### src/rtl/moving_window_mean_defines.svh
// Assertion macros used by the controller (mwm_ctrl).
`ifndef MOVING_WINDOW_MEAN_DEFINES_SVH
`define MOVING_WINDOW_MEAN_DEFINES_SVH

`ifndef NO_ASSERTIONS

`define MWM_ASSERT_IMP(label, ck, rstn, ante, cons) \
  label: assert property (@(posedge ck) disable iff (!rstn) (ante) |-> (cons)) \
    else $error("moving_window_mean: assertion failed");

`define MWM_ASSERT_NXT(label, ck, rstn, ante, cons) \
  label: assert property (@(posedge ck) disable iff (!rstn) (ante) |=> (cons)) \
    else $error("moving_window_mean: assertion failed");

`else

`define MWM_ASSERT_IMP(label, ck, rstn, ante, cons)

`define MWM_ASSERT_NXT(label, ck, rstn, ante, cons)

`endif

`endif

### src/rtl/mwm_pkg.sv
package mwm_pkg;

  localparam int MAX_WINDOW  = 64;
  localparam int SAMPLE_BITS = 32;

  localparam int WL_W       = 7;
  localparam int HC_W       = 7;
  localparam int CFG_IDX_W  = 2;
  localparam int CFG_DATA_W = 7;

  localparam int ADDR_W  = $clog2(MAX_WINDOW);
  localparam int CNT_W   = $clog2(MAX_WINDOW + 1);
  localparam int CMP_W   = (WL_W > CNT_W) ? WL_W : CNT_W;
  localparam int PROD_W  = SAMPLE_BITS + CNT_W + 1;
  localparam int SUM_W   = SAMPLE_BITS + CNT_W;
  localparam int WSUM_W  = SAMPLE_BITS + 2 * CNT_W;
  localparam int DIVD_W  = WSUM_W;
  localparam int DVS_W   = 2 * CNT_W;
  localparam int DCNT_W  = $clog2(DIVD_W + 1);

  localparam logic [CFG_IDX_W-1:0] REG_WINDOW_LENGTH  = 2'd0;
  localparam logic [CFG_IDX_W-1:0] REG_WEIGHTING_MODE = 2'd1;

  localparam logic [WL_W-1:0] WL_RESET = 7'd8;

  typedef struct packed {
    logic accept;
    logic walk;
    logic div_start;
    logic div_sel_w;
    logic cap_simple;
    logic cap_weighted;
    logic load_out;
  } ctrl_cmd_t;

  typedef struct packed {
    logic len_zero;
    logic walk_last;
    logic pipe_busy;
    logic div_busy;
    logic div_done;
    logic mode_w;
  } dp_sts_t;

endpackage

### src/rtl/mwm_ram.sv
module mwm_ram #(
  parameter int WIDTH = 32,
  parameter int DEPTH = 64
) (
  input  logic                     clk,
  input  logic                     we,
  input  logic [$clog2(DEPTH)-1:0] waddr,
  input  logic [WIDTH-1:0]         wdata,
  input  logic [$clog2(DEPTH)-1:0] raddr,
  output logic [WIDTH-1:0]         rdata
);

  logic [WIDTH-1:0] mem [DEPTH];
  logic [WIDTH-1:0] rdata_r;

  always_ff @(posedge clk) begin
    if (we) begin
      mem[waddr] <= wdata;
    end
    rdata_r <= mem[raddr];
  end

  assign rdata = rdata_r;

endmodule

### src/rtl/mwm_div.sv
module mwm_div (
  input  logic                       clk,
  input  logic                       rst_n,
  input  logic                       start,
  input  logic [mwm_pkg::DIVD_W-1:0] dividend,
  input  logic [mwm_pkg::DVS_W-1:0]  divisor,
  output logic                       busy,
  output logic                       done,
  output logic [mwm_pkg::DIVD_W-1:0] quotient
);

  logic                       busy_r;
  logic                       done_r;
  logic [mwm_pkg::DCNT_W-1:0] cnt_r;
  logic [mwm_pkg::DIVD_W-1:0] quo_r;
  logic [mwm_pkg::DVS_W-1:0]  rem_r;
  logic [mwm_pkg::DVS_W-1:0]  dvs_r;
  logic [mwm_pkg::DVS_W:0]    shifted;
  logic [mwm_pkg::DVS_W:0]    diff;
  logic                       ge;
  logic [mwm_pkg::DVS_W-1:0]  rem_nxt;

  always_comb begin
    shifted = {rem_r, quo_r[mwm_pkg::DIVD_W-1]};
    diff    = shifted - {1'b0, dvs_r};
    ge      = (shifted >= {1'b0, dvs_r});
    rem_nxt = ge ? diff[mwm_pkg::DVS_W-1:0] : shifted[mwm_pkg::DVS_W-1:0];
  end

  always_ff @(posedge clk) begin
    if (!rst_n) begin
      busy_r <= 1'b0;
      done_r <= 1'b0;
      cnt_r  <= '0;
    end else begin
      done_r <= 1'b0;
      if (start) begin
        busy_r <= 1'b1;
        cnt_r  <= mwm_pkg::DCNT_W'(mwm_pkg::DIVD_W);
      end else if (busy_r) begin
        cnt_r <= cnt_r - 1'b1;
        if (cnt_r == mwm_pkg::DCNT_W'(1)) begin
          busy_r <= 1'b0;
          done_r <= 1'b1;
        end
      end
    end
  end

  always_ff @(posedge clk) begin
    if (start) begin
      quo_r <= dividend;
      rem_r <= '0;
      dvs_r <= divisor;
    end else if (busy_r) begin
      quo_r <= {quo_r[mwm_pkg::DIVD_W-2:0], ge};
      rem_r <= rem_nxt;
    end
  end

  assign busy     = busy_r;
  assign done     = done_r;
  assign quotient = quo_r;

endmodule

### src/rtl/mwm_dp.sv
module mwm_dp (
  input  logic                            clk,
  input  logic                            rst_n,
  input  logic                            cfg_valid,
  input  logic [mwm_pkg::CFG_IDX_W-1:0]   cfg_index,
  input  logic [mwm_pkg::CFG_DATA_W-1:0]  cfg_data,
  input  logic [mwm_pkg::SAMPLE_BITS-1:0] in_sample,
  input  mwm_pkg::ctrl_cmd_t              cmd,
  output mwm_pkg::dp_sts_t                sts,
  output logic [mwm_pkg::SAMPLE_BITS-1:0] out_simple_mean,
  output logic [mwm_pkg::SAMPLE_BITS-1:0] out_weighted_mean,
  output logic [mwm_pkg::HC_W-1:0]        out_held_count
);

  localparam int SB = mwm_pkg::SAMPLE_BITS;

  logic [mwm_pkg::WL_W-1:0]   wl_r;
  logic                       mode_r;
  logic [mwm_pkg::ADDR_W-1:0] ws_r;
  logic                       full_r;

  logic [mwm_pkg::CMP_W-1:0]  wl_ext;
  logic [mwm_pkg::CNT_W-1:0]  len;
  logic                       len_zero;
  logic [mwm_pkg::CNT_W-1:0]  slot;
  logic [mwm_pkg::CNT_W-1:0]  slot_inc;
  logic                       wrap;
  logic [mwm_pkg::ADDR_W-1:0] ws_nxt;
  logic                       full_nxt;
  logic [mwm_pkg::CNT_W-1:0]  n_acc;
  logic [mwm_pkg::ADDR_W-1:0] ini;

  logic [mwm_pkg::CNT_W-1:0]  n_r;
  logic [mwm_pkg::CNT_W-1:0]  cnt_r;
  logic [mwm_pkg::CNT_W-1:0]  cnt_inc;
  logic [mwm_pkg::ADDR_W-1:0] rd_ptr_r;
  logic [mwm_pkg::CNT_W-1:0]  ptr_inc;
  logic                       p1_v_r;
  logic                       p2_v_r;
  logic [mwm_pkg::CNT_W-1:0]  w1_r;

  logic [SB-1:0]              rd_data;
  logic signed [SB-1:0]       rd_s;
  logic signed [mwm_pkg::CNT_W:0] w_s;
  logic signed [mwm_pkg::PROD_W-1:0] prod_nxt;
  logic [SB-1:0]              x_r;
  logic [mwm_pkg::PROD_W-1:0] prod_r;
  logic [mwm_pkg::SUM_W-1:0]  sum_r;
  logic [mwm_pkg::WSUM_W-1:0] wsum_r;
  logic [mwm_pkg::DVS_W-1:0]  nn;
  logic [mwm_pkg::DVS_W-1:0]  d_r;

  logic [mwm_pkg::SUM_W-1:0]  sum_mag;
  logic [mwm_pkg::WSUM_W-1:0] wsum_mag;
  logic [mwm_pkg::DIVD_W-1:0] div_dvd;
  logic [mwm_pkg::DVS_W-1:0]  div_dvs;
  logic [mwm_pkg::DIVD_W-1:0] div_q;
  logic                       div_busy;
  logic                       div_done;
  logic [mwm_pkg::DIVD_W-1:0] q_s;
  logic [mwm_pkg::DIVD_W-1:0] q_w;

  logic [SB-1:0]              smean_r;
  logic [SB-1:0]              wmean_r;
  logic [SB-1:0]              out_smean_r;
  logic [SB-1:0]              out_wmean_r;
  logic [mwm_pkg::CMP_W-1:0]  out_hc_r;

  always_comb begin
    wl_ext = mwm_pkg::CMP_W'(wl_r);
    if (wl_ext > mwm_pkg::CMP_W'(mwm_pkg::MAX_WINDOW)) begin
      len = mwm_pkg::CNT_W'(mwm_pkg::MAX_WINDOW);
    end else begin
      len = mwm_pkg::CNT_W'(wl_ext);
    end
    len_zero = (len == '0);
    slot     = (mwm_pkg::CNT_W'(ws_r) >= len) ? '0 : mwm_pkg::CNT_W'(ws_r);
    slot_inc = slot + 1'b1;
    wrap     = (slot_inc >= len);
    ws_nxt   = wrap ? '0 : slot_inc[mwm_pkg::ADDR_W-1:0];
    full_nxt = full_r | wrap;
    n_acc    = full_nxt ? len : slot_inc;
    ini      = full_nxt ? ws_nxt : '0;
    cnt_inc  = cnt_r + 1'b1;
    ptr_inc  = mwm_pkg::CNT_W'(rd_ptr_r) + 1'b1;
  end

  always_ff @(posedge clk) begin
    if (!rst_n) begin
      wl_r   <= mwm_pkg::WL_RESET;
      mode_r <= 1'b0;
      ws_r   <= '0;
      full_r <= 1'b0;
    end else if (cfg_valid) begin
      case (cfg_index)
        mwm_pkg::REG_WINDOW_LENGTH: begin
          wl_r   <= cfg_data[mwm_pkg::WL_W-1:0];
          ws_r   <= '0;
          full_r <= 1'b0;
        end
        mwm_pkg::REG_WEIGHTING_MODE: begin
          mode_r <= cfg_data[0];
        end
        default: begin
        end
      endcase
    end else if (cmd.accept && !len_zero) begin
      ws_r   <= ws_nxt;
      full_r <= full_nxt;
    end
  end

  mwm_ram #(
    .WIDTH(SB),
    .DEPTH(mwm_pkg::MAX_WINDOW)
  ) u_ring (
    .clk  (clk),
    .we   (cmd.accept && !len_zero),
    .waddr(slot[mwm_pkg::ADDR_W-1:0]),
    .wdata(in_sample),
    .raddr(rd_ptr_r),
    .rdata(rd_data)
  );

  always_comb begin
    rd_s     = rd_data;
    w_s      = {1'b0, w1_r};
    prod_nxt = mwm_pkg::PROD_W'(rd_s) * mwm_pkg::PROD_W'(w_s);
    nn       = mwm_pkg::DVS_W'(n_r) * (mwm_pkg::DVS_W'(n_r) + 1'b1);
  end

  always_ff @(posedge clk) begin
    if (!rst_n) begin
      p1_v_r <= 1'b0;
      p2_v_r <= 1'b0;
    end else begin
      p1_v_r <= cmd.walk;
      p2_v_r <= p1_v_r;
    end
  end

  always_comb begin
    sum_mag  = sum_r[mwm_pkg::SUM_W-1] ? (~sum_r + 1'b1) : sum_r;
    wsum_mag = wsum_r[mwm_pkg::WSUM_W-1] ? (~wsum_r + 1'b1) : wsum_r;
    div_dvd  = cmd.div_sel_w ? wsum_mag : mwm_pkg::DIVD_W'(sum_mag);
    div_dvs  = cmd.div_sel_w ? d_r : mwm_pkg::DVS_W'(n_r);
    q_s      = sum_r[mwm_pkg::SUM_W-1] ? (~div_q + 1'b1) : div_q;
    q_w      = wsum_r[mwm_pkg::WSUM_W-1] ? (~div_q + 1'b1) : div_q;
  end

  mwm_div u_div (
    .clk     (clk),
    .rst_n   (rst_n),
    .start   (cmd.div_start),
    .dividend(div_dvd),
    .divisor (div_dvs),
    .busy    (div_busy),
    .done    (div_done),
    .quotient(div_q)
  );

  always_ff @(posedge clk) begin
    w1_r   <= cnt_inc;
    x_r    <= rd_data;
    prod_r <= prod_nxt;
    d_r    <= nn >> 1;
    if (cmd.accept) begin
      n_r      <= len_zero ? '0 : n_acc;
      cnt_r    <= '0;
      rd_ptr_r <= ini;
      sum_r    <= '0;
      wsum_r   <= '0;
      smean_r  <= '0;
      wmean_r  <= '0;
    end else begin
      if (cmd.walk) begin
        cnt_r    <= cnt_inc;
        rd_ptr_r <= (ptr_inc >= len) ? '0 : ptr_inc[mwm_pkg::ADDR_W-1:0];
      end
      if (p2_v_r) begin
        sum_r  <= sum_r + {{(mwm_pkg::SUM_W - SB){x_r[SB-1]}}, x_r};
        wsum_r <= wsum_r + {{(mwm_pkg::WSUM_W - mwm_pkg::PROD_W){prod_r[mwm_pkg::PROD_W-1]}},
                            prod_r};
      end
      if (cmd.cap_simple) begin
        smean_r <= q_s[SB-1:0];
      end
      if (cmd.cap_weighted) begin
        wmean_r <= q_w[SB-1:0];
      end
    end
    if (cmd.load_out) begin
      out_smean_r <= smean_r;
      out_wmean_r <= wmean_r;
      out_hc_r    <= mwm_pkg::CMP_W'(n_r);
    end
  end

  always_comb begin
    sts.len_zero  = len_zero;
    sts.walk_last = (cnt_inc == n_r);
    sts.pipe_busy = p1_v_r | p2_v_r;
    sts.div_busy  = div_busy;
    sts.div_done  = div_done;
    sts.mode_w    = mode_r;
  end

  assign out_simple_mean   = out_smean_r;
  assign out_weighted_mean = out_wmean_r;
  assign out_held_count    = out_hc_r[mwm_pkg::HC_W-1:0];

endmodule

### src/rtl/mwm_ctrl.sv
`include "moving_window_mean_defines.svh"

module mwm_ctrl (
  input  logic               clk,
  input  logic               rst_n,
  input  logic               in_valid,
  output logic               in_ready,
  output logic               out_valid,
  input  logic               out_ready,
  input  mwm_pkg::dp_sts_t   sts,
  output mwm_pkg::ctrl_cmd_t cmd
);

  typedef enum logic [5:0] {
    S_IDLE  = 6'b000001,
    S_WALK  = 6'b000010,
    S_DRAIN = 6'b000100,
    S_DIVS  = 6'b001000,
    S_DIVW  = 6'b010000,
    S_DONE  = 6'b100000
  } state_t;

  state_t state_r;
  state_t state_nxt;
  logic   out_valid_r;
  logic   out_valid_nxt;

  always_comb begin
    state_nxt = state_r;
    cmd       = '0;
    case (state_r)
      S_IDLE: begin
        if (in_valid) begin
          cmd.accept = 1'b1;
          state_nxt  = sts.len_zero ? S_DONE : S_WALK;
        end
      end
      S_WALK: begin
        cmd.walk = 1'b1;
        if (sts.walk_last) begin
          state_nxt = S_DRAIN;
        end
      end
      S_DRAIN: begin
        if (!sts.pipe_busy) begin
          cmd.div_start = 1'b1;
          state_nxt     = S_DIVS;
        end
      end
      S_DIVS: begin
        if (sts.div_done) begin
          cmd.cap_simple = 1'b1;
          if (sts.mode_w) begin
            cmd.div_start = 1'b1;
            cmd.div_sel_w = 1'b1;
            state_nxt     = S_DIVW;
          end else begin
            state_nxt = S_DONE;
          end
        end
      end
      S_DIVW: begin
        if (sts.div_done) begin
          cmd.cap_weighted = 1'b1;
          state_nxt        = S_DONE;
        end
      end
      S_DONE: begin
        if (!out_valid_r || out_ready) begin
          cmd.load_out = 1'b1;
          state_nxt    = S_IDLE;
        end
      end
      default: begin
        state_nxt = S_IDLE;
      end
    endcase
    if (cmd.load_out) begin
      out_valid_nxt = 1'b1;
    end else if (out_ready) begin
      out_valid_nxt = 1'b0;
    end else begin
      out_valid_nxt = out_valid_r;
    end
  end

  always_ff @(posedge clk) begin
    if (!rst_n) begin
      state_r     <= S_IDLE;
      out_valid_r <= 1'b0;
    end else begin
      state_r     <= state_nxt;
      out_valid_r <= out_valid_nxt;
    end
  end

  assign in_ready  = (state_r == S_IDLE);
  assign out_valid = out_valid_r;

  `MWM_ASSERT_IMP(a_div_start_clean, clk, rst_n, cmd.div_start, !sts.pipe_busy && !sts.div_busy)
  `MWM_ASSERT_IMP(a_no_overwrite, clk, rst_n, cmd.load_out, !out_valid_r || out_ready)
  `MWM_ASSERT_NXT(a_zero_skip, clk, rst_n, cmd.accept && sts.len_zero, state_r == S_DONE)

endmodule

### src/rtl/moving_window_mean.sv
// Each accepted sample is written into a ring of up to 64 entries whose length is set by
// window_length, and one result follows with the truncated mean of the samples held, the
// linearly weighted mean (oldest weight 1, newest weight n, divided by n(n+1)/2; zero
// unless weighting_mode is 1) and the held count n. A window length of 0 ignores the sample
// and returns zeros, and writing it empties the ring. For each item the ring is read one entry
// a cycle through a multiply-accumulate pipeline, and each of the one or two divisions (the
// second only in weighted mode) runs a bit a cycle over a 46-bit dividend. Configuration
// writes are taken at once and belong between items only.
module moving_window_mean (
  input  logic                            clk,
  input  logic                            rst_n,
  input  logic                            in_valid,
  output logic                            in_ready,
  input  logic [mwm_pkg::SAMPLE_BITS-1:0] in_sample,
  output logic                            out_valid,
  input  logic                            out_ready,
  output logic [mwm_pkg::SAMPLE_BITS-1:0] out_simple_mean,
  output logic [mwm_pkg::SAMPLE_BITS-1:0] out_weighted_mean,
  output logic [mwm_pkg::HC_W-1:0]        out_held_count,
  input  logic                            cfg_valid,
  output logic                            cfg_ready,
  input  logic [mwm_pkg::CFG_IDX_W-1:0]   cfg_index,
  input  logic [mwm_pkg::CFG_DATA_W-1:0]  cfg_data
);

  mwm_pkg::ctrl_cmd_t cmd;
  mwm_pkg::dp_sts_t   sts;

  assign cfg_ready = 1'b1;

  mwm_ctrl u_ctrl (
    .clk      (clk),
    .rst_n    (rst_n),
    .in_valid (in_valid),
    .in_ready (in_ready),
    .out_valid(out_valid),
    .out_ready(out_ready),
    .sts      (sts),
    .cmd      (cmd)
  );

  mwm_dp u_dp (
    .clk              (clk),
    .rst_n            (rst_n),
    .cfg_valid        (cfg_valid),
    .cfg_index        (cfg_index),
    .cfg_data         (cfg_data),
    .in_sample        (in_sample),
    .cmd              (cmd),
    .sts              (sts),
    .out_simple_mean  (out_simple_mean),
    .out_weighted_mean(out_weighted_mean),
    .out_held_count   (out_held_count)
  );

endmodule
### config.mk
export PLATFORM = sky130hd
export DESIGN_NAME = moving_window_mean
export DESIGN_NICKNAME = d
export VERILOG_FILES = /design/src/rtl/mwm_pkg.sv /design/src/rtl/mwm_ram.sv /design/src/rtl/mwm_div.sv /design/src/rtl/mwm_dp.sv /design/src/rtl/mwm_ctrl.sv /design/src/rtl/moving_window_mean.sv
export VERILOG_INCLUDE_DIRS = /design/src /design/src/rtl
export SDC_FILE = /design/constraint.sdc
export NUM_CORES = 2
export LEC_CHECK = 0
export ABC_AREA = 1
export BUFFER_PORTS_ARGS = -buffer_cell sky130_fd_sc_hd__buf_2
export CAP_MARGIN = 20
export CORE_UTILIZATION = 30
export DETAILED_ROUTE_END_ITERATION = 16
export GPL_TIMING_DRIVEN = 0
export HOLD_SLACK_MARGIN = 0.15
export SLEW_MARGIN = 20
export SYNTH_ARGS = -nofsm -noshare
export SYNTH_HDL_FRONTEND = slang
export SYNTH_SLANG_ARGS = --single-unit
### constraint.sdc
create_clock -name clk -period 4.81 [get_ports clk]
set_clock_uncertainty 0.1 [all_clocks]
set_input_delay 0.962 -clock clk [delete_from_list [all_inputs] [get_ports clk]]
set_output_delay 0.962 -clock clk [all_outputs]
set_load 0.02 [all_outputs]
==> impl_metrics.json <==
{
  "first_iter_violations": 13100,
  "post-synth-top-area-cell": "edfxtp_1",
  "wl_um": 457000,
  "io_pins": 120,
  "powerDensity_nw_per_um2": 587,
  "rsz0062_at_grt": "yes",
  "avgSynthCellArea_um2": 10.6,
  "critical_path_class": "flop to flop",
  "nets": 12200,
  "synth_top_area_frac": 0.558,
  "fin_crit_sh": 1.01,
  "synth_edf_count": 2191,
  "drv_cap": 0,
  "grt_start_max_net_pins": 65,
  "timing.fmax_mhz": 207,
  "path_clk_slew_ns": 0.06,
  "status": "complete, but fails checks",
  "drc": 0,
  "grt_pass1_wl_um": 631000,
  "root_buffer": "clkbuf_16",
  "antenna_found_initial": 20,
  "leakage_nw": 53.3,
  "core_um2": 390000,
  "drive_gt1_frac": 0.0992,
  "cts_hold_buf": 0,
  "clkSinkCount": 2517,
  "clkLatencyLatePin_ns": 0.94,
  "setup_tns_ns": -0.0255,
  "vias": 90600,
  "fin_cells": 17100,
  "end_kind": "flop",
  "synth-seq-area-share": 0.614,
  "fill_cells": 38500,
  "async_flop_share": 0,
  "synthesis.nets": 11600,
  "synth_cells": 11100,
  "setup_viol": 1,
  "use_met1": 0.283,
  "syn_area_um2": 118000,
  "gp_congestion": 0.952,
  "ant_nets": 0,
  "grt_pass1_vias": 84700,
  "finalHoldWorstSlack_ns": 0.221,
  "cts_tree": "yes",
  "setup_slack_ns": -0.0255,
  "met3_usage": 0.0467,
  "post-route-min-period_ns": 4.84,
  "rows": 229,
  "ys_ff_latch": 2517,
  "cts_buffer_depth": 4,
  "worstPathArrival_ns": 5.50,
  "ys_top_cells_by_area": "edfxtp_1 (56%), nand2_1 (7.2%), dfxtp_1 (5.5%)",
  "die-area_um2": 395000,
  "die_x_um": 629,
  "ys.flop_type": "edfxtp_1",
  "htree_levels": 5,
  "hpwl_um": 335000,
  "yosysMostFrequentCell": "nand2_1",
  "first_pass_iters": 9,
  "start_util": 0.302,
  "regArea_um2": 72300,
  "cts_buffers": 273,
  "vdd_drop_max_v": 0.000574,
  "grt-busiest-layer": "met2",
  "crit_required_ns": 5.48,
  "slew_headroom": 0.150,
  "yosysWarnings": 0,
  "portBuffers": 117,
  "dp_cells": 16600,
  "wire_per_inst_um": 26.7,
  "yosysUniqueCellTypes": 68,
  "hold_viol": 0,
  "routed_via_density": 5.29,
  "hp-class": "input port to flop",
  "worst_slew_pin_slew_ns": 1.28,
  "crit_path_max_fanout": 4,
  "chipHeight_um": 629,
  "multi_input_area_um2": 40100,
  "synth_common_cells": "nand2_1 (2275), edfxtp_1 (2191), nor2_1 (1047)",
  "use_met2": 0.351,
  "grtUsageTotal": 0.222,
  "startpoint_type": "flop",
  "gr-total-overflow": 0,
  "slew_violations": 0,
  "violations": "negative setup slack",
  "syn2layout_area_growth_pct": 17.8
}
layer usage:
layer | vias to the layer above | share of wire
li1 | 39800 | -
met3 | 1256 | 0.11
met5 | - | 0.000098
met2 | 5657 | 0.44
met4 | 6 | 0.068
met1 | 43900 | 0.38
layout make-up:
class / count / share of cell area
multi-input combinational: 7066 / 0.289
inverter: 1009 / 0.0274
clock inverter: 152 / 0.0101
buffer: 524 / 0.0191
sequential: 2517 / 0.521
timing repair buffer: 329 / 0.0344
tap: 5197 / 0.0468
clock buffer: 340 / 0.0523
antenna: 6 / 0.000108
placed cells by master (no fill, tap or decap), drive strengths merged, types with 3 or more instances in the layout:
master    Yosys  routed
bufinv        0      17
a21boi        4       4
o21bai       13      13
fa          197     197
o21ai       962     962
diode         0       6
nor3         63      63
inv        1008    1027
and2          4       4
nand3b       10      10
o31ai        57      57
edfxtp     2191    2191
a211oi        8       8
nor2       1057    1057
nand2      2277    2277
clkinvlp      0       8
a21oi       786     786
o211ai      151     151
a31oi        18      18
or2          15      15
ha          243     243
o221ai        3       3
mux2i       235     235
nand3       377     377
dfxtp       326     326
o2111ai       3       3
clkinv        1     109
xor2        116     116
buf         258     589
nand4       103     103
o22ai       281     281
o21a         11      11
clkbuf      266     604
nor4         11      11
xnor2        36      36
a21o         12      12
where the power goes:
part	switching [mW]	leakage (nW)	internal, mW
clock network	9.15	4.24	11.7
logic	24.7	26.6	9.95
registers	1.23	22.4	24.8
total	35.1	53.3	46.5
metrics by stage:
step | total power, mW | setup WS, ns | area, um^2 | utilization
final | 81.5 | -0.0255 | 139000 | 0.356
after global routing | 84.3 | -0.196 | 139000 | 0.356
after CTS | 79.7 | -0.0475 | 138000 | 0.355
after detailed placement | 58.5 | -0.625 | 129000 | 0.332
after global placement | 58.2 | -3.16 | 125000 | 0.320
after floorplan | 44.9 | 0.0757 | 118000 | -
worst max-delay path, cell delays in order, from the launching register on:
cell	delay (ns)
edfxtp_1	0.43
ha_2	0.20
inv_2	0.05
nor3_4	0.19
inv_1	0.06
ha_1	0.28
inv_2	0.10
buf_6	0.12
nand2_4	0.04
fa_1	0.48
fa_1	0.50
inv_2	0.04
fa_1	0.47
fa_1	0.57
ha_4	0.22
a21o_1	0.16
a21oi_2	0.15
o21ai_2	0.10
a21oi_2	0.15
o21ai_1	0.09
xor2_1	0.17
registers in the layout (all words and copies together) (netlist names), 6 cells and up:
signal and flops:
u_ctrl.state_r 6, u_dp.cnt_r 7, u_dp.d_r 13, u_dp.n_r 7, u_dp.out_held_count 7, u_dp.out_simple_mean 32
u_dp.out_weighted_mean 32, u_dp.prod_r 40, u_dp.rd_ptr_r 6, u_dp.smean_r 32, u_dp.sum_r 39, u_dp.u_div.cnt_r 6
u_dp.u_div.dvs_r 13, u_dp.u_div.quotient 46, u_dp.u_div.rem_r 14, u_dp.u_ring.mem 2048, u_dp.u_ring.rdata 32, u_dp.w1_r 7
u_dp.wl_ext 7, u_dp.wmean_r 32, u_dp.ws_r 6, u_dp.wsum_r 46, u_dp.x_r 32
worst paths after layout:
path,startpoint,slack [ns],cells after the start,to
worst max-delay path,u_dp.n_r[1]$_SDFFCE_PN0P_,-0.03,20,u_dp.d_r[11]$_DFF_P_
worst min-delay path,cfg_data[3],0.22,3,u_dp.wl_ext[3]$_SDFFE_PN1P_
worst max register to register,u_dp.n_r[1]$_SDFFCE_PN0P_,-0.03,20,u_dp.d_r[11]$_DFF_P_
worst min register to register,u_dp.smean_r[30]$_SDFFE_PP0P_,0.33,0,u_dp.out_simple_mean[30]$_DFFE_PP_
cell families (layout without fill, tap and decap cells):
logic type	after synthesis	in the layout	synth area share
simple gates	3920	3920	0.134
flops	2517	2517	0.614
compound gates	2317	2317	0.108
buf+inv	1533	2354	0.0540
fa+ha+maj	440	440	0.0593
mux	235	235	0.0200
xor+xnor	153	153	0.0115
other cells	1	7	0.0000318
timing repair:
item | 4_1_cts | 5_1_grt
gates resized for setup | 63 | 116
pin swaps | 11 | 30
endpoints found under the setup margin | 43 | 40
setup buffers | 23 | 16
No activity file was read; power rests on OpenSTA's default activity.
